<file path="config.mk">
export PLATFORM = sky130hd
export DESIGN_NAME = dcc_window
export DESIGN_NICKNAME = d
export VERILOG_FILES = /design/src/hw/rtl/dcc_pkg.sv /design/src/hw/rtl/dcc_window.sv
export SDC_FILE = /design/constraint.sdc
export NUM_CORES = 1
export LEC_CHECK = 0
export BUFFER_PORTS_ARGS = -buffer_cell sky130_fd_sc_hd__buf_2
export CAP_MARGIN = 0
export CELL_PAD_IN_SITES_DETAIL_PLACEMENT = 0
export CELL_PAD_IN_SITES_GLOBAL_PLACEMENT = 2
export CORE_MARGIN = 5
export CORE_UTILIZATION = 40
export CTS_CLUSTER_DIAMETER = 60
export DETAILED_ROUTE_END_ITERATION = 10
export PLACE_DENSITY_LB_ADDON = 0.1
export SYNTH_ARGS = -nofsm -noshare
export SYNTH_HDL_FRONTEND = slang
export SYNTH_SLANG_ARGS = --single-unit
</file>
<file path="constraint.sdc">
create_clock -name i_clk -period 10.95 [get_ports i_clk]
set_input_delay 2.7375 -clock i_clk [delete_from_list [all_inputs] [get_ports i_clk]]
set_output_delay 2.7375 -clock i_clk [all_outputs]
set_load 0.05 [all_outputs]
</file>
<file path="src/hw/rtl/dcc_pkg.sv">
package dcc_pkg;

    localparam int MAX_WIDTH  = 2048;
    localparam int COL_W      = $clog2(MAX_WIDTH);
    localparam int ROW_W      = 16;
    localparam int WIDTH_W    = 12;
    localparam int ALPHA_W    = 9;
    localparam int CH_W       = 8;
    localparam int OCOL_W     = 11;
    localparam int FACT_W     = ALPHA_W + 1;
    localparam int PROD_W     = CH_W + FACT_W - 1;
    localparam int CFG_IDX_W  = 2;
    localparam int CFG_DATA_W = 16;
    localparam int ALPHA_MAX  = 256;
    localparam int ONE_Q8     = 256;
    localparam int HALF_Q8    = 128;
    localparam int CH_SAT     = 255;
    localparam int MIN_DIM    = 3;

    typedef enum logic [CFG_IDX_W-1:0] {
        CFG_ALPHA  = 2'd0,
        CFG_WIDTH  = 2'd1,
        CFG_HEIGHT = 2'd2
    } t_cfg_idx;

    typedef struct packed {
        logic [CH_W-1:0] red;
        logic [CH_W-1:0] green;
        logic [CH_W-1:0] blue;
    } t_pix;

    typedef struct packed {
        logic [ROW_W-1:0]  row;
        logic [OCOL_W-1:0] col;
        logic              last;
    } t_pos;

    function automatic logic [CH_W-1:0] ch_max(input logic [CH_W-1:0] a,
                                               input logic [CH_W-1:0] b);
        return (a > b) ? a : b;
    endfunction

    function automatic t_pix pix_max(input t_pix a, input t_pix b);
        t_pix m;
        m.red   = ch_max(a.red, b.red);
        m.green = ch_max(a.green, b.green);
        m.blue  = ch_max(a.blue, b.blue);
        return m;
    endfunction

    // Q2.8 scale with round half up and saturation at full scale.
    function automatic logic [CH_W-1:0] scale_chan(input logic [CH_W-1:0]   p,
                                                   input logic [FACT_W-1:0] f);
        logic [PROD_W-1:0] q;
        logic [PROD_W-1:0] qr;
        q  = PROD_W'(p) * PROD_W'(f);
        qr = q + PROD_W'(HALF_Q8);
        if (q >= PROD_W'(CH_SAT * ONE_Q8)) begin
            return CH_W'(CH_SAT);
        end
        return qr[CH_W +: CH_W];
    endfunction

endpackage

</file>
<file path="src/hw/rtl/dcc_window.sv">
module dcc_window (
    input  logic          i_clk,
    input  logic          i_rst_n,
    input  logic          i_shift,
    input  dcc_pkg::t_pix i_up,
    input  dcc_pkg::t_pix i_mid,
    input  dcc_pkg::t_pix i_px,
    output dcc_pkg::t_pix o_win_max,
    output dcc_pkg::t_pix o_centre
);
    import dcc_pkg::*;

    // Each column of the window is kept only as its per-channel maximum,
    // plus the middle-row pixels needed for the centre.
    t_pix r_colmax [3];
    t_pix r_mid_prev;
    t_pix r_mid_cur;

    always_ff @(posedge i_clk) begin
        if (!i_rst_n) begin
            r_colmax[0] <= '0;
            r_colmax[1] <= '0;
            r_colmax[2] <= '0;
            r_mid_prev  <= '0;
            r_mid_cur   <= '0;
        end else if (i_shift) begin
            r_colmax[0] <= r_colmax[1];
            r_colmax[1] <= r_colmax[2];
            r_colmax[2] <= pix_max(pix_max(i_up, i_mid), i_px);
            r_mid_prev  <= r_mid_cur;
            r_mid_cur   <= i_mid;
        end
    end

    assign o_win_max = pix_max(pix_max(r_colmax[0], r_colmax[1]), r_colmax[2]);
    assign o_centre  = r_mid_prev;

endmodule

</file>
==> metrics <==
status=completed; vias per std cell=4.908; initial antenna violation count=3; grt ovf=0; worst reg2reg endpoint=r_colmax[0][31]; largest net degree at the start of global routing=98; Hold Vio Cnt, Final=0; Die X=149.7 microns; area of the multi-input gates=4129 sq um; final core area utilization=0.4764; register area share after synthesis=0.4003; vias=5679; # rows=51; crit start category=flop; final setup fails=0; post-DR wirelength/cell=15.29 microns; Post-Layout Cell Count=1157; Peak Freq=144.4 MHz; vias in the first global route=5934; syn avg cell area=10.22 sq um; Fillers=1857; CTS Hold Bufs=0; Initial Util=0.4035; Yosys cell types=35; final instance area=9211 sq um; worst setup margin=4.022 ns; minimum clock period=6.928 ns; HP Class=flop to flop; largest fanout on the critical path=8; Final Cycle Share=0.6326; total global routing track utilization=0.1637; layout cell share with drive strength beyond 1=0.2309; drt pass-1 iters=4; IO buf count=122; peak supply drop=0.1043 mV; clk sinks=120; number of remaining DRC errors=0; reg2reg path depth=1; P_leak=4.519 nW; reg2reg setup slack=10.06 ns; pwr dens=163.8 nW/um^2; Seq cells post-synth=120; critical path class=flop to output port; Ys Warns=0; root buffer cell=clkbuf_16; detailed-placement wirelength estimate=13660 microns; DRT iter0 DRCs=185; EDFF count, synth=72; DP Area=8658 sq um; # diodes=0; Max-Cap Viols=0; Post-CTS Resized=0; fraction of registers with async set/reset=0; DIE HEIGHT=149.7 microns; worst relative slew slack=0.3650; Mapped Nets=934; Routed Antenna Nets=0; crit path DAT=4.19 ns; Post-Route WL=17690 microns; RSZ-0062 raised after global routing=no; Worst Min Path Start=r_mid_cur[15]; Clock transition at path regs=0.06 ns; Netlist Area Pre-Place=7801 sq um; IO Pins=123; # nets final=1050; reg2reg start=r_colmax[0][55]; hold endpoint=o_centre[15]; Bufs on Longest Clock Path=2; Setup WS pre-CTS=4.436 ns; CP endpoint kind=output port; Gate Count Post-Synth=763; Die Area=22400 sq um; core area=19330 sq um; CTS H-tree lvls=4; final setup TNS=0 ns; total chip power=1.509 mW; cts bufs inserted=17; placed cell count=1125; synth-to-layout area growth=18.08%; Reg area=3123 sq um; hold depth=2; clock latency on the worst-skew pair=0.41 ns; pins over their slew limit=0; first-pass GRT wire length=29200 microns; CTS tree=built; Top FF cell, synth=edfxtp_1; hold slack=0.5116 ns; Req. time, crit path=8.21 ns; clock skew=0.008291 ns; gpl congestion=0.8662; Worst Tran Pin Value=0.9505 ns; Setup Fix Bufs, Post-CTS=0
-- cell usage after synthesis, types with 3 or more instances --
cell / count / area (sq um)
edfxtp_1: 72 / 2162
nor2b_1: 56 / 350.3
dfxtp_1: 48 / 960.9
ha_1: 96 / 1201
nand4_1: 20 / 125.1
and3_1: 48 / 300.3
mux2_2: 42 / 473.0
inv_1: 117 / 439.2
nor2_1: 10 / 37.54
a211oi_1: 7 / 52.55
o21bai_1: 4 / 30.03
clkbuf_1: 21 / 78.83
buf_2: 6 / 30.03
nand2_1: 12 / 45.04
o21ai_0: 34 / 170.2
a21oi_1: 57 / 285.3
o22ai_2: 3 / 37.54
o21ai_1: 4 / 20.02
mux2i_1: 79 / 790.8
o22a_1: 3 / 26.28
o211ai_1: 6 / 45.04
-- worst max-delay path by stage --
stage / from / to / slack, ns / cells past startpoint
detailed placement: r_colmax[0][37] / o_win_max[15] / 4.44 / 14
finish: r_colmax[0][9] / o_win_max[15] / 4.02 / 14
global placement: r_colmax[0][9] / o_win_max[15] / 4.61 / 14
global route: r_colmax[0][33] / o_win_max[15] / 3.71 / 15
floorplan: r_colmax[0][17] / o_win_max[16] / 4.55 / 13
CTS: r_colmax[0][37] / o_win_max[15] / 3.96 / 14
-- area by class of cell --
| class | instances | area share |
|---|---|---|
| Clock buffer | 17 | 0.04618 |
| Clock inverter | 15 | 0.01385 |
| Inverter | 117 | 0.04768 |
| Sequential cell | 120 | 0.3390 |
| Tap cell | 265 | 0.03600 |
| Timing Repair Buffer | 125 | 0.06900 |
| Multi-Input combinational cell | 498 | 0.4482 |
-- sequential cells by signal, summed over array words and instances, names as in the netlist --
signal / flops
r_colmax: 72
o_centre: 24
r_mid_cur: 24
-- placed cells by master, fill, tap and decap left out, types with 6 or more instances in the layout --
cell       synthesis  layout
and3_1            48      48
clkbuf_16          0      17
clkinv_2           0       6
mux2i_1           79      79
dfxtp_1           48      48
o21ai_0           34      34
a211oi_1           7       7
o211ai_1           6       6
buf_2              6     121
nand4_1           20      20
mux2_2            42      42
inv_1            117     117
nand2_1           12      12
edfxtp_1          72      72
ha_1              96      96
nor2_1            10      10
a21oi_1           57      57
nor2b_1           56      56
-- power by group --
part,internal [mW],leakage [nW],switching [mW],total (mW)
combinational,0.167,3.07,0.284,0.451
sequential,0.514,1.18,0.0225,0.537
clock,0.312,0.267,0.209,0.521
-- cells by family (layout without fill, tap and decap cells) --
kind of cell / Yosys count / in the layout / share of synthesized area
muxes: 121 / 121 / 0.1620
and+or+nand+nor: 155 / 155 / 0.1180
buffers and inverters: 145 / 274 / 0.07073
DFF: 120 / 120 / 0.4003
AOI/OAI and AO/OA: 126 / 126 / 0.09495
adders and majority gates: 96 / 96 / 0.1540
-- metal layers --
layer  up-vias  wire (microns)  track usage
met1      2616            8695       0.2215
li1       2942               -            -
met2        98            7877       0.2534
met3        17             874      0.04997
met5         -              47            0
met4         6             192      0.04803
-- worst max-delay path, cell delays in order (launching register included) --
cell and delay, ns:
edfxtp_1 0.39, ha_1 0.33, nor2b_1 0.15, o211ai_1 0.17
a21oi_1 0.10, o22ai_2 0.35, mux2_2 0.40, ha_1 0.30
a21oi_1 0.13, o22ai_1 0.09, nor2_1 0.11, nor2_1 0.05
o21ai_1 0.57, mux2_2 0.42, buf_2 0.22
Power figures use the tool's default switching activity.
