<file path="src/hw/rtl/dcc_pkg.sv">
package dcc_pkg;

    localparam int MAX_WIDTH  = 2048;
    localparam int COL_W      = $clog2(MAX_WIDTH);
    localparam int ROW_W      = 16;
    localparam int WIDTH_W    = 12;
    localparam int ALPHA_W    = 9;
    localparam int CH_W       = 8;
    localparam int OCOL_W     = 11;
    localparam int FACT_W     = ALPHA_W + 1;
    localparam int PROD_W     = CH_W + FACT_W - 1;
    localparam int CFG_IDX_W  = 2;
    localparam int CFG_DATA_W = 16;
    localparam int ALPHA_MAX  = 256;
    localparam int ONE_Q8     = 256;
    localparam int HALF_Q8    = 128;
    localparam int CH_SAT     = 255;
    localparam int MIN_DIM    = 3;

    typedef enum logic [CFG_IDX_W-1:0] {
        CFG_ALPHA  = 2'd0,
        CFG_WIDTH  = 2'd1,
        CFG_HEIGHT = 2'd2
    } t_cfg_idx;

    typedef struct packed {
        logic [CH_W-1:0] red;
        logic [CH_W-1:0] green;
        logic [CH_W-1:0] blue;
    } t_pix;

    typedef struct packed {
        logic [ROW_W-1:0]  row;
        logic [OCOL_W-1:0] col;
        logic              last;
    } t_pos;

    function automatic logic [CH_W-1:0] ch_max(input logic [CH_W-1:0] a,
                                               input logic [CH_W-1:0] b);
        return (a > b) ? a : b;
    endfunction

    function automatic t_pix pix_max(input t_pix a, input t_pix b);
        t_pix m;
        m.red   = ch_max(a.red, b.red);
        m.green = ch_max(a.green, b.green);
        m.blue  = ch_max(a.blue, b.blue);
        return m;
    endfunction

    // Q2.8 scale with round half up and saturation at full scale.
    function automatic logic [CH_W-1:0] scale_chan(input logic [CH_W-1:0]   p,
                                                   input logic [FACT_W-1:0] f);
        logic [PROD_W-1:0] q;
        logic [PROD_W-1:0] qr;
        q  = PROD_W'(p) * PROD_W'(f);
        qr = q + PROD_W'(HALF_Q8);
        if (q >= PROD_W'(CH_SAT * ONE_Q8)) begin
            return CH_W'(CH_SAT);
        end
        return qr[CH_W +: CH_W];
    endfunction

endpackage

</file>
<file path="src/hw/rtl/dcc_colorize.sv">
module dcc_colorize (
    input  logic                        i_clk,
    input  logic                        i_load,
    input  dcc_pkg::t_pix               i_win_max,
    input  dcc_pkg::t_pix               i_centre,
    input  logic [dcc_pkg::ALPHA_W-1:0] i_alpha,
    input  dcc_pkg::t_pos               i_pos,
    output dcc_pkg::t_pix               o_pix,
    output dcc_pkg::t_pos               o_pos
);
    import dcc_pkg::*;

    logic [ALPHA_W-1:0] alpha_eff;
    logic [FACT_W-1:0]  f_up;
    logic [FACT_W-1:0]  f_dn;
    logic [FACT_W-1:0]  f_red;
    logic [FACT_W-1:0]  f_green;
    logic [FACT_W-1:0]  f_blue;
    t_pix               n_pix;
    t_pix               r_pix;
    t_pos               r_pos;

    always_comb begin
        alpha_eff = (i_alpha > ALPHA_W'(ALPHA_MAX)) ? ALPHA_W'(ALPHA_MAX) : i_alpha;
        f_up      = FACT_W'(ONE_Q8) + FACT_W'(alpha_eff);
        f_dn      = FACT_W'(ONE_Q8) - FACT_W'(alpha_eff);
        f_red     = f_dn;
        f_green   = f_dn;
        f_blue    = f_dn;
        // Ties go to red first, then green.
        priority if (i_win_max.red >= i_win_max.green && i_win_max.red >= i_win_max.blue) begin
            f_red = f_up;
        end else if (i_win_max.green >= i_win_max.blue) begin
            f_green = f_up;
        end else begin
            f_blue = f_up;
        end
        n_pix.red   = scale_chan(i_centre.red, f_red);
        n_pix.green = scale_chan(i_centre.green, f_green);
        n_pix.blue  = scale_chan(i_centre.blue, f_blue);
    end

    always_ff @(posedge i_clk) begin
        if (i_load) begin
            r_pix <= n_pix;
            r_pos <= i_pos;
        end
    end

    assign o_pix = r_pix;
    assign o_pos = r_pos;

endmodule

</file>
<file path="config.mk">
export PLATFORM = sky130hd
export DESIGN_NAME = dcc_colorize
export DESIGN_NICKNAME = d
export VERILOG_FILES = /design/src/hw/rtl/dcc_pkg.sv /design/src/hw/rtl/dcc_colorize.sv
export SDC_FILE = /design/constraint.sdc
export NUM_CORES = 1
export LEC_CHECK = 0
export BUFFER_PORTS_ARGS = -buffer_cell sky130_fd_sc_hd__buf_2
export CORE_MARGIN = 5
export CORE_UTILIZATION = 50
export DETAILED_ROUTE_END_ITERATION = 12
export GPL_ROUTABILITY_DRIVEN = 0
export GPL_TIMING_DRIVEN = 0
export PLACE_DENSITY = 0.77
export REMOVE_ABC_BUFFERS = 1
export SLEW_MARGIN = 10
export SYNTH_ARGS = -nofsm -noshare
export SYNTH_HDL_FRONTEND = slang
export SYNTH_SLANG_ARGS = --single-unit
</file>
<file path="constraint.sdc">
create_clock -name i_clk -period 7.95 [get_ports i_clk]
set_input_delay 0.795 -clock i_clk [delete_from_list [all_inputs] [get_ports i_clk]]
set_output_delay 0.795 -clock i_clk [all_outputs]
set_load 0.1 [all_outputs]
</file>
==> results of run 1 <==
[worst min path at each step]
stage	endpoint	cells after the start	from	slack, ps
floorplan	o_pos[0]$_DFFE_PP_	0	i_pos[0]	890
global placement	o_pos[1]$_DFFE_PP_	1	i_pos[1]	970
detailed placement	o_pos[27]$_DFFE_PP_	1	i_pos[27]	970
CTS	o_pos[12]$_DFFE_PP_	1	i_pos[12]	650
global route	o_pos[23]$_DFFE_PP_	1	i_pos[23]	650
finish	o_pos[12]$_DFFE_PP_	1	i_pos[12]	650
[cells by family after synthesis]
| family | count (synthesis) |
|---|---|
| and+or+nand+nor | 419 |
| muxes | 3 |
| DFF | 52 |
| AOI/OAI and AO/OA | 151 |
| adders and majority gates | 277 |
| buffers and inverters | 217 |
| xor gates and xnor gates | 59 |
[area by class of cell]
class	instances	area, µm²
sequential	52	1562
tap	280	350.3
fill	1911	9385
timing repair buffer	144	742.0
clock inverter	3	27.53
inverter	198	743.2
multi-input combinational	909	8673
antenna	5	12.51
clock buffer	5	125.1
[cells in the mapped netlist (11+ instances only)]
master                     count  share of area
sky130_fd_sc_hd__a21oi_1      33          0.015
sky130_fd_sc_hd__and2_1      151          0.087
sky130_fd_sc_hd__and3_1       27          0.015
sky130_fd_sc_hd__clkbuf_1     13         0.0045
sky130_fd_sc_hd__edfxtp_1     52           0.14
sky130_fd_sc_hd__fa_1        141           0.26
sky130_fd_sc_hd__ha_1        136           0.16
sky130_fd_sc_hd__inv_1       198          0.068
sky130_fd_sc_hd__nand2_1      65          0.022
sky130_fd_sc_hd__nand2b_1     17         0.0098
sky130_fd_sc_hd__nand3_1      18         0.0083
sky130_fd_sc_hd__nor2_1       37          0.013
sky130_fd_sc_hd__nor2b_1      53          0.030
sky130_fd_sc_hd__nor3_1       17         0.0078
sky130_fd_sc_hd__o21ai_0      24          0.011
sky130_fd_sc_hd__o21ai_1      11         0.0051
sky130_fd_sc_hd__xnor2_1      35          0.028
sky130_fd_sc_hd__xor2_1       23          0.018
[flip-flops by register name (all words and copies together) (netlist names)]
| register | count |
|---|---|
| o_pos | 28 |
| o_pix | 24 |
[critical path, delay by kind of cell]
kind / cells / cell delay [ps]
AOI/OAI and AO/OA: 8 / 1870
adders and majority gates: 6 / 2760
xor gates and xnor gates: 1 / 230
buffers and inverters: 6 / 490
and+or+nand+nor: 6 / 1570
[power breakdown]
group / leakage [µW] / switching (µW) / internal, µW
registers: 0.000510 / 15.3 / 491
logic: 0.00551 / 2490 / 1430
clock network: 0.0000720 / 114 / 120
total: 0.00609 / 2620 / 2040
[through the flow]
stage,total power (µW),cells
after floorplan,3685,1159
after global placement,4262,1577
after detailed placement,4354,1578
after CTS,4620,1586
after global routing,5187,1596
final,4661,1596
[metal layers]
layer | global-route usage | vias up | routed length (µm)
li1 | - | 4147 | -
met1 | 0.2580 | 4231 | 10260
met2 | 0.3362 | 200 | 11950
met3 | 0.01968 | 31 | 1063
met4 | 0.05776 | 0 | 530
met5 | 0 | - | 0
[timing repair]
action / CTS / global route
resized for setup: 6 / 24
setup buffers: 0 / 5
endpoints found under the setup margin: 24 / 24
endpoints found under the hold margin: 0 / 0
pin swaps: 0 / 5
==> impl_table.tex, run 1 <==
\begin{tabular}{lr}
\hline
Metric & Value \\
\hline
\multicolumn{2}{l}{\textbf{Status}} \\
Run status & complete, no violations \\
\multicolumn{2}{l}{\textbf{CTS}} \\
Cell at the root of the clock tree & sky130\_fd\_sc\_hd\_\_clkbuf\_16 \\
Clock tree buffer depth & 2 \\
Register clock-pin slew on the reported worst setup and hold paths & 80 ps \\
H-tree depth reported by CTS & 2 \\
TritonCTS clock tree & built \\
Number of buffers inserted for hold repair after clock tree synthesis & 0 \\
Number of clock buffers inserted by TritonCTS & 5 \\
CTS sink count & 52 \\
\multicolumn{2}{l}{\textbf{Placed design}} \\
Count of port buffers added during placement & approximately 140 \\
Placement Setup Slack & -586.0 ps \\
DPL Wire Length & 19430 µm \\
Placement-stage cell area & approximately 0.012 mm² \\
\multicolumn{2}{l}{\textbf{Power}} \\
Leakage power total & roughly 0.0061 µW \\
Power per cell area & $\sim$380 mW/mm² \\
Maximum vdd ir drop & 0.2790 mV \\
\multicolumn{2}{l}{\textbf{Route}} \\
Remaining DRCs & 0 \\
Total wire length & roughly 24000 µm \\
DRT iter0 DRCs & between 400 and 500 \\
Via-per-instance ratio & $\sim$5.4 \\
Drt wl/cell & roughly 15 µm \\
Antenna-violating nets left & 0 \\
DR vias & approximately 8600 \\
Initial DRT Pass Iterations & 5 \\
\multicolumn{2}{l}{\textbf{Global routing}} \\
Largest net degree at the start of global routing & 53 \\
Aggregate global-route resource usage & 0.1939 \\
Wire length of the first global-routing pass & between 30000 and 40000 µm \\
Number of antenna violations at the first check in global routing & 5 \\
Overall overflow remaining after global route & 0 \\
Vias in the first global route & $\sim$8600 \\
\multicolumn{2}{l}{\textbf{Setup path}} \\
Crit path arrival time & 7710 ps \\
Capturing element of the worst setup path & o\_pix[6]\$\_SDFFCE\_PP1P\_ \\
Startpoint types & input pin \\
Largest incremental delay on the critical path & between 600 and 700 ps \\
Endpoint class of the critical path & flop \\
Critical path start-end classification & input pin to flop \\
Required time of the critical path & approximately 8000 ps \\
Critical path peak fanout & 13 \\
Cell type of the slowest stage on the worst timing path & sky130\_fd\_sc\_hd\_\_or4\_1 \\
Setup crit start & i\_win\_max[4] \\
\multicolumn{2}{l}{\textbf{Floorplanning}} \\
Area of the core & $\sim$0.022 mm² \\
Total I/O pin count & approximately 140 \\
Width of the die & between 150 and 200 µm \\
Die boundary height & 157.6 µm \\
Total die area & 0.02485 mm² \\
Effective utilization at floorplan & 0.5041 \\
Rows & 54 \\
\multicolumn{2}{l}{\textbf{Logic synthesis}} \\
Share of the yosys chip area belonging to registers & 0.1433 \\
Number of register bits inferred by synthesis & 52 \\
Mean area per synthesized cell & 9.252 µm² \\
Compound-Gate Fraction of Synth Area & 0.09758 \\
Unique masters post-synth & 73 \\
Count of flip-flops with a built-in enable after synthesis & 52 \\
Fraction of synthesized area in multiplexers & 0.002870 \\
Post-synth ARST share & 0 \\
Dominant synthesized flop cell & sky130\_fd\_sc\_hd\_\_edfxtp\_1 \\
Synthesized-area fraction occupied by adder cells & 0.4151 \\
Synth warn & 0 \\
Gate count after technology mapping & approximately 1200 \\
Post-synthesis xor/xnor area fraction & 0.04867 \\
Simple logic cell fraction of the synthesized area & 0.2167 \\
Largest family of logic cells by synthesized area & adder cells \\
Cell area after technology mapping & 0.01090 mm² \\
\multicolumn{2}{l}{\textbf{Cells and area}} \\
Final core utilization & 0.5659 \\
Net count of the finished layout & 1674 \\
Design Area, Final & 0.01224 mm² \\
Most used cells in the layout excluding fill and tap cells & 198 x sky130\_fd\_sc\_hd\_\_inv\_1, 150 x sky130\_fd\_sc\_hd\_\_and2\_1, 141 x sky130\_fd\_sc\_hd\_\_fa\_1 \\
Layout overhead on the synthesized area & 12.26\% \\
Fraction of layout instances using a drive strength above 1 & 0.1442 \\
Leading cell type in the layout, fill and taps excluded & sky130\_fd\_sc\_hd\_\_inv\_1 \\
\multicolumn{2}{l}{\textbf{STA}} \\
Worst relative slew slack & 0.2058 \\
Max Clock Freq & 0.1301 GHz \\
Clock period minus worst slack & between 7000 and 8000 ps \\
Post-route setup TNS & 0 ps \\
Hold violation count in the final report & 0 \\
Worst setup slack after layout & approximately 260 ps \\
Least-Margin Pin Slew & around 1200 ps \\
Final-report max-slew violation count & 0 \\
Worst-case hold slack & between 600 and 700 ps \\
Final period util & 0.9670 \\
Final Setup Violations & 0 \\
\multicolumn{2}{l}{\textbf{Min path}} \\
Hold Crit Class & input pin to flop \\
\multicolumn{2}{l}{\textbf{Run}} \\
Number of max-cap violations & 0 \\
\hline
\end{tabular}
(Power assumes the default switching activity.)
==> run 2: changes to the inputs <==
- CORE_UTILIZATION: 50 -> 61
- PLACE_DENSITY: 0.77 -> 0.9
==> run 2 against run 1 <==
- global-route usage up 4.6 points
- setup slack worse by 11 ps
- routed wire length up 4.1%
- via count up 2.8%
- core utilization up 13 points
- critical path depth unchanged
- count of clock-buffer cells in the layout unchanged
- final area down 0.57%
- flip-flop and latch count unchanged
- fmax down 0.14%
- critical endpoint is now o_pix[22]$_SDFFCE_PP1P_
==> impl_table.tex, run 2 (synthesized netlist as in run 1, its figures left out) <==
\begin{tabular}{lr}
\hline
Metric & Value \\
\hline
\multicolumn{2}{l}{\textbf{Global routing}} \\
Wire length of the first global-routing pass & 40900 µm \\
Overall overflow remaining after global route & 0 \\
Aggregate global-route resource usage & 0.2394 \\
Vias in the first global route & 8961 \\
Number of antenna violations at the first check in global routing & 2 \\
Largest net degree at the start of global routing & 53 \\
\multicolumn{2}{l}{\textbf{Floorplanning}} \\
Total I/O pin count & 139 \\
Total die area & about 0.021 mm² \\
Area of the core & 0.01742 mm² \\
Rows & between 40 and 50 \\
Width of the die & 143.7 µm \\
Effective utilization at floorplan & 0.6258 \\
Die boundary height & roughly 140 µm \\
\multicolumn{2}{l}{\textbf{Setup path}} \\
Largest incremental delay on the critical path & about 540 ps \\
Crit path arrival time & 7760 ps \\
Setup crit start & i\_win\_max[4] \\
Endpoint class of the critical path & flop \\
Critical path start-end classification & input pin to flop \\
Critical path peak fanout & 15 \\
Startpoint types & input pin \\
Cell type of the slowest stage on the worst timing path & sky130\_fd\_sc\_hd\_\_fa\_1 \\
Required time of the critical path & about 8000 ps \\
Critical path's most frequent cell & sky130\_fd\_sc\_hd\_\_fa\_1 \\
\multicolumn{2}{l}{\textbf{CTS}} \\
Register clock-pin slew on the reported worst setup and hold paths & 80 ps \\
Number of clock buffers inserted by TritonCTS & 5 \\
TritonCTS clock tree & built \\
Clock tree buffer depth & 2 \\
CTS sink count & between 50 and 60 \\
H-tree depth reported by CTS & 2 \\
Cell at the root of the clock tree & sky130\_fd\_sc\_hd\_\_clkbuf\_16 \\
\multicolumn{2}{l}{\textbf{Cells and area}} \\
Fraction of layout instances using a drive strength above 1 & 0.1480 \\
Layout overhead on the synthesized area & 11.62\% \\
Net count of the finished layout & 1674 \\
FILL cells & 1290 \\
Design Area, Final & around 0.012 mm² \\
Number of flip-flops in the largest register & 28 \\
Most used cells in the layout excluding fill and tap cells & 198 x sky130\_fd\_sc\_hd\_\_inv\_1, 150 x sky130\_fd\_sc\_hd\_\_and2\_1, 141 x sky130\_fd\_sc\_hd\_\_fa\_1 \\
Leading cell type in the layout, fill and taps excluded & sky130\_fd\_sc\_hd\_\_inv\_1 \\
\multicolumn{2}{l}{\textbf{Power}} \\
Leakage power total & between 0.006 and 0.007 µW \\
Power per cell area & 383.8 mW/mm² \\
Post-layout total power & roughly 4700 µW \\
Maximum vdd ir drop & just under 0.5 mV \\
\multicolumn{2}{l}{\textbf{Min path}} \\
Number of instances on the worst hold path & 1 \\
Worst-case hold path end point & o\_pos[4]\$\_DFFE\_PP\_ \\
Hold Crit Start & i\_pos[4] \\
Hold Crit Class & input pin to flop \\
\multicolumn{2}{l}{\textbf{Route}} \\
DR vias & 8850 \\
Via-per-instance ratio & 5.754 \\
Antenna-violating nets left & 0 \\
Drt wl/cell & roughly 16 µm \\
DRT iter0 DRCs & about 570 \\
Initial DRT Pass Iterations & 5 \\
Remaining DRCs & 0 \\
Total wire length & $\sim$25000 µm \\
\multicolumn{2}{l}{\textbf{STA}} \\
Clock period minus worst slack & 7699 ps \\
Final period util & 0.9684 \\
Max Clock Freq & about 0.13 GHz \\
Post-route setup TNS & 0 ps \\
Final-report max-slew violation count & 0 \\
Final Setup Violations & 0 \\
Worst-case hold slack & approximately 670 ps \\
Least-Margin Pin Slew & about 1200 ps \\
Hold violation count in the final report & 0 \\
Worst relative slew slack & 0.1853 \\
\multicolumn{2}{l}{\textbf{Run}} \\
Number of max-cap violations & 0 \\
\multicolumn{2}{l}{\textbf{Status}} \\
Run status & complete, no violations \\
\multicolumn{2}{l}{\textbf{Placed design}} \\
Placement-stage cell area & around 0.012 mm² \\
Count of port buffers added during placement & 138 \\
DPL Wire Length & $\sim$20000 µm \\
\hline
\end{tabular}
-- run 2: timing repair --
item | 4_1_cts | 5_1_grt
buffers inserted | 0 | 5
gates cloned | 0 | 0
endpoints found under the setup margin | 24 | 24
gates resized for setup | 7 | 28
hold endpoints to repair | 0 | 0
hold buffers | 0 | 0
pin swaps | 0 | 4
-- run 2: worst max path at each step --
stage                               to  slack, ps  cells after the start
3_3_place_gp    o_pix[6]$_SDFFCE_PP1P_      -1260                     25
2_1_floorplan   o_pix[6]$_SDFFCE_PP1P_        360                     26
4_1_cts         o_pix[8]$_SDFFCE_PP1P_         20                     26
5_1_grt         o_pix[6]$_SDFFCE_PP1P_       -110                     26
3_5_place_dp   o_pix[20]$_SDFFCE_PP1P_       -790                     23
6_report       o_pix[22]$_SDFFCE_PP1P_        250                     27
-- run 2: worst max-delay path: cells and delay by family --
kind | cells | cell delay [ps]
adder cells (fa/ha/maj) | 6 | 2690
AO/OA/AOI/OAI | 9 | 2470
AND/OR/NAND/NOR | 6 | 1140
buffers and inverters | 6 | 630
-- run 2: power breakdown --
group | internal (µW) | leakage [µW] | switching, µW
Combinational | 1430 | 0.00551 | 2510
Clock | 120 | 0.0000708 | 113
Sequential | 490 | 0.000510 | 15.2
-- run 2: area by class of cell --
cell class	count	area, µm²	area share
Multi-Input combinational cell	909	8686	0.7140
Timing Repair Buffer	144	738.2	0.06068
Sequential cell	52	1562	0.1284
Tap cell	225	281.5	0.02314
Clock inverter	3	25.02	0.002057
Antenna cell	2	5.005	0.0004114
Clock buffer	5	125.1	0.01028
Inverter	198	743.2	0.06109
-- run 2: metrics by stage --
step	worst slack, ps	utilization	cells
floorplan	364.1	-	1159
global placement	-1256	0.6769	1522
detailed placement	-792.9	0.6776	1523
CTS	24.88	0.6880	1531
global route	-114.8	0.6983	1537
finish	251.3	0.6985	1538
-- run 2: metal layers --
layer / track usage / part of all wire
met1: 0.3059 / 0.39
met4: 0.05352 / 0.022
met5: 0 / 0.00052
met2: 0.4388 / 0.52
met3: 0.02529 / 0.062
==> run 3: changes to the inputs <==
- ABC_CLOCK_PERIOD_IN_PS: not set -> 7950
- RECOVER_POWER: not set -> 25
==> run 3 against run 2 <==
- first-iteration DRC count down 3.7%
- final cell count unchanged
- routed wire length rose by 0.15%
- setup slack worse by 0.56 ps
- worst hold slack got worse by 0.90 ps
- sequential share of layout area is essentially flat
- via count fell by 0.14%
- total power barely moved
- die area unchanged
- flip-flop and latch count did not move
==> impl_table.tex, run 3 (synthesized netlist as in run 1, its figures left out) <==
\begin{tabular}{lr}
\hline
Metric & Value \\
\hline
\multicolumn{2}{l}{\textbf{Status}} \\
Run status & complete, no violations \\
\multicolumn{2}{l}{\textbf{CTS}} \\
Register clock-pin slew on the reported worst setup and hold paths & about 80 ps \\
TritonCTS clock tree & built \\
Cell at the root of the clock tree & sky130\_fd\_sc\_hd\_\_clkbuf\_16 \\
Clock tree buffer depth & 2 \\
Number of clock buffers inserted by TritonCTS & 5 \\
H-tree depth reported by CTS & 2 \\
CTS sink count & 52 \\
\multicolumn{2}{l}{\textbf{Floorplanning}} \\
Total die area & $\sim$0.021 mm² \\
Die boundary height & between 100 and 150 µm \\
Total I/O pin count & $\sim$140 \\
Width of the die & between 100 and 150 µm \\
Area of the core & 0.01742 mm² \\
Rows & between 40 and 50 \\
Effective utilization at floorplan & 0.6258 \\
\multicolumn{2}{l}{\textbf{Cells and area}} \\
Design Area, Final & 0.01215 mm² \\
Layout overhead on the synthesized area & 11.49\% \\
Net count of the finished layout & 1674 \\
Leading cell type in the layout, fill and taps excluded & sky130\_fd\_sc\_hd\_\_inv\_1 \\
Most used cells in the layout excluding fill and tap cells & 198 x sky130\_fd\_sc\_hd\_\_inv\_1, 150 x sky130\_fd\_sc\_hd\_\_and2\_1, 141 x sky130\_fd\_sc\_hd\_\_fa\_1 \\
FILL cells & 1300 \\
Number of flip-flops in the largest register & 28 \\
Fraction of layout instances using a drive strength above 1 & 0.1396 \\
\multicolumn{2}{l}{\textbf{Global routing}} \\
Met3 track demand over resource in global routing & 0.02529 \\
Number of antenna violations at the first check in global routing & 2 \\
Aggregate global-route resource usage & 0.2394 \\
Largest net degree at the start of global routing & 53 \\
Layer carrying the most global-route usage & met2 \\
Overall overflow remaining after global route & 0 \\
Wire length of the first global-routing pass & roughly 40000 µm \\
Met2 track utilization from global routing & 0.4388 \\
Met1 usage & 0.3059 \\
Vias in the first global route & $\sim$9000 \\
\multicolumn{2}{l}{\textbf{Route}} \\
DRT iter0 DRCs & roughly 550 \\
Remaining DRCs & 0 \\
Via-per-instance ratio & between 5 and 6 \\
Drt wl/cell & approximately 16 µm \\
Initial DRT Pass Iterations & 6 \\
Antenna-violating nets left & 0 \\
DR vias & just under 9000 \\
Total wire length & between 20000 and 25000 µm \\
\multicolumn{2}{l}{\textbf{Power}} \\
Sequential group share of total power & 0.108 \\
Internal power consumption & just over 2000 µW \\
Part of the power in the clock network & 0.050 \\
Power per cell area & about 380 mW/mm² \\
Comb pwr share & 0.842 \\
Leakage power total & $\sim$0.006 µW \\
Post-layout total power & about 4700 µW \\
Fraction of power spent switching nets & 0.5645 \\
Net switching component of the power & about 2600 µW \\
Maximum vdd ir drop & around 0.5 mV \\
\multicolumn{2}{l}{\textbf{Run}} \\
Number of max-cap violations & 0 \\
\multicolumn{2}{l}{\textbf{STA}} \\
Worst-case hold slack & 668.2 ps \\
Final-report max-slew violation count & 0 \\
Least-Margin Pin Slew & about 1200 ps \\
Final Setup Violations & 0 \\
Post-route setup TNS & 0 ps \\
Worst setup slack after layout & between 200 and 300 ps \\
Clock period minus worst slack & approximately 7700 ps \\
Worst relative slew slack & 0.1843 \\
Max Clock Freq & 0.1299 GHz \\
Final period util & 0.9685 \\
Hold violation count in the final report & 0 \\
\multicolumn{2}{l}{\textbf{Min path}} \\
Hold Crit Class & input pin to flop \\
Worst-case hold path end point & o\_pos[4]\$\_DFFE\_PP\_ \\
Number of instances on the worst hold path & 1 \\
Hold Crit Start & i\_pos[4] \\
\multicolumn{2}{l}{\textbf{Placed design}} \\
Count of port buffers added during placement & between 100 and 150 \\
Placement-stage cell area & 0.01180 mm² \\
DPL Wire Length & between 15000 and 20000 µm \\
Placement Setup Slack & -792.9 ps \\
\multicolumn{2}{l}{\textbf{Setup path}} \\
Crit path arrival time & between 7000 and 8000 ps \\
Required time of the critical path & roughly 8000 ps \\
Largest incremental delay on the critical path & between 500 and 600 ps \\
Critical path's most frequent cell & sky130\_fd\_sc\_hd\_\_fa\_1 \\
Startpoint types & input pin \\
Endpoint class of the critical path & flop \\
Critical path start-end classification & input pin to flop \\
Critical path peak fanout & 15 \\
Setup crit start & i\_win\_max[4] \\
Cell type of the slowest stage on the worst timing path & sky130\_fd\_sc\_hd\_\_fa\_1 \\
\hline
\end{tabular}
[run 3: area by class of cell]
| class | instances | area [µm²] | share of cell area |
|---|---|---|---|
| antenna | 2 | 5.005 | 0.0004119 |
| clock buffer | 5 | 125.1 | 0.01030 |
| clock inverter | 3 | 25.02 | 0.002059 |
| inverter | 198 | 743.2 | 0.06116 |
| multi-input combinational | 909 | 8686 | 0.7148 |
| sequential | 52 | 1562 | 0.1285 |
| tap | 225 | 281.5 | 0.02317 |
| timing repair buffer | 144 | 724.4 | 0.05962 |
[run 3: per-stage QoR]
step | util | std cells
floorplan | - | 1159
global placement | 0.6769 | 1522
detailed placement | 0.6776 | 1523
CTS | 0.6880 | 1531
global route | 0.6976 | 1537
finish | 0.6977 | 1538
[run 3: how the worst max path moves through the flow]
| stage | slack (ps) | endpoint |
|---|---|---|
| after global placement | -1260 | o_pix[6]$_SDFFCE_PP1P_ |
| after detailed placement | -790 | o_pix[20]$_SDFFCE_PP1P_ |
| after global routing | -110 | o_pix[6]$_SDFFCE_PP1P_ |
| after floorplan | 360 | o_pix[6]$_SDFFCE_PP1P_ |
| after CTS | 20 | o_pix[8]$_SDFFCE_PP1P_ |
| final | 250 | o_pix[22]$_SDFFCE_PP1P_ |
[run 3: repair_timing]
item / in CTS / in global routing
endpoints found under the hold margin: 0 / 0
hold buffers: 0 / 0
endpoints found under the setup margin: 24 / 24
resized for setup: 7 / 28
pin swaps: 0 / 4
setup buffers: 0 / 5
[run 3: worst max-delay path: cells and delay by family]
kind / cells / cell delay, ps
adder cells (fa/ha/maj): 6 / 2690
AO/OA/AOI/OAI: 9 / 2470
AND/OR/NAND/NOR: 6 / 1140
buffers and inverters: 6 / 630
[run 3: metal layers]
metal / vias to the layer above / wire length [µm]
met1: 4362 / 9754
met3: 43 / 1495
li1: 4126 / -
met2: 305 / 13020
met5: - / 13
met4: 2 / 541
[run 3: power groups by stage]
stage	Sequential (µW)	Combinational [µW]	Clock, µW
after global routing	514	4370	246
after floorplan	1080	2610	0
after detailed placement	513	3850	0
after CTS	507	3880	237
after global placement	510	3700	0
final	506	3930	233
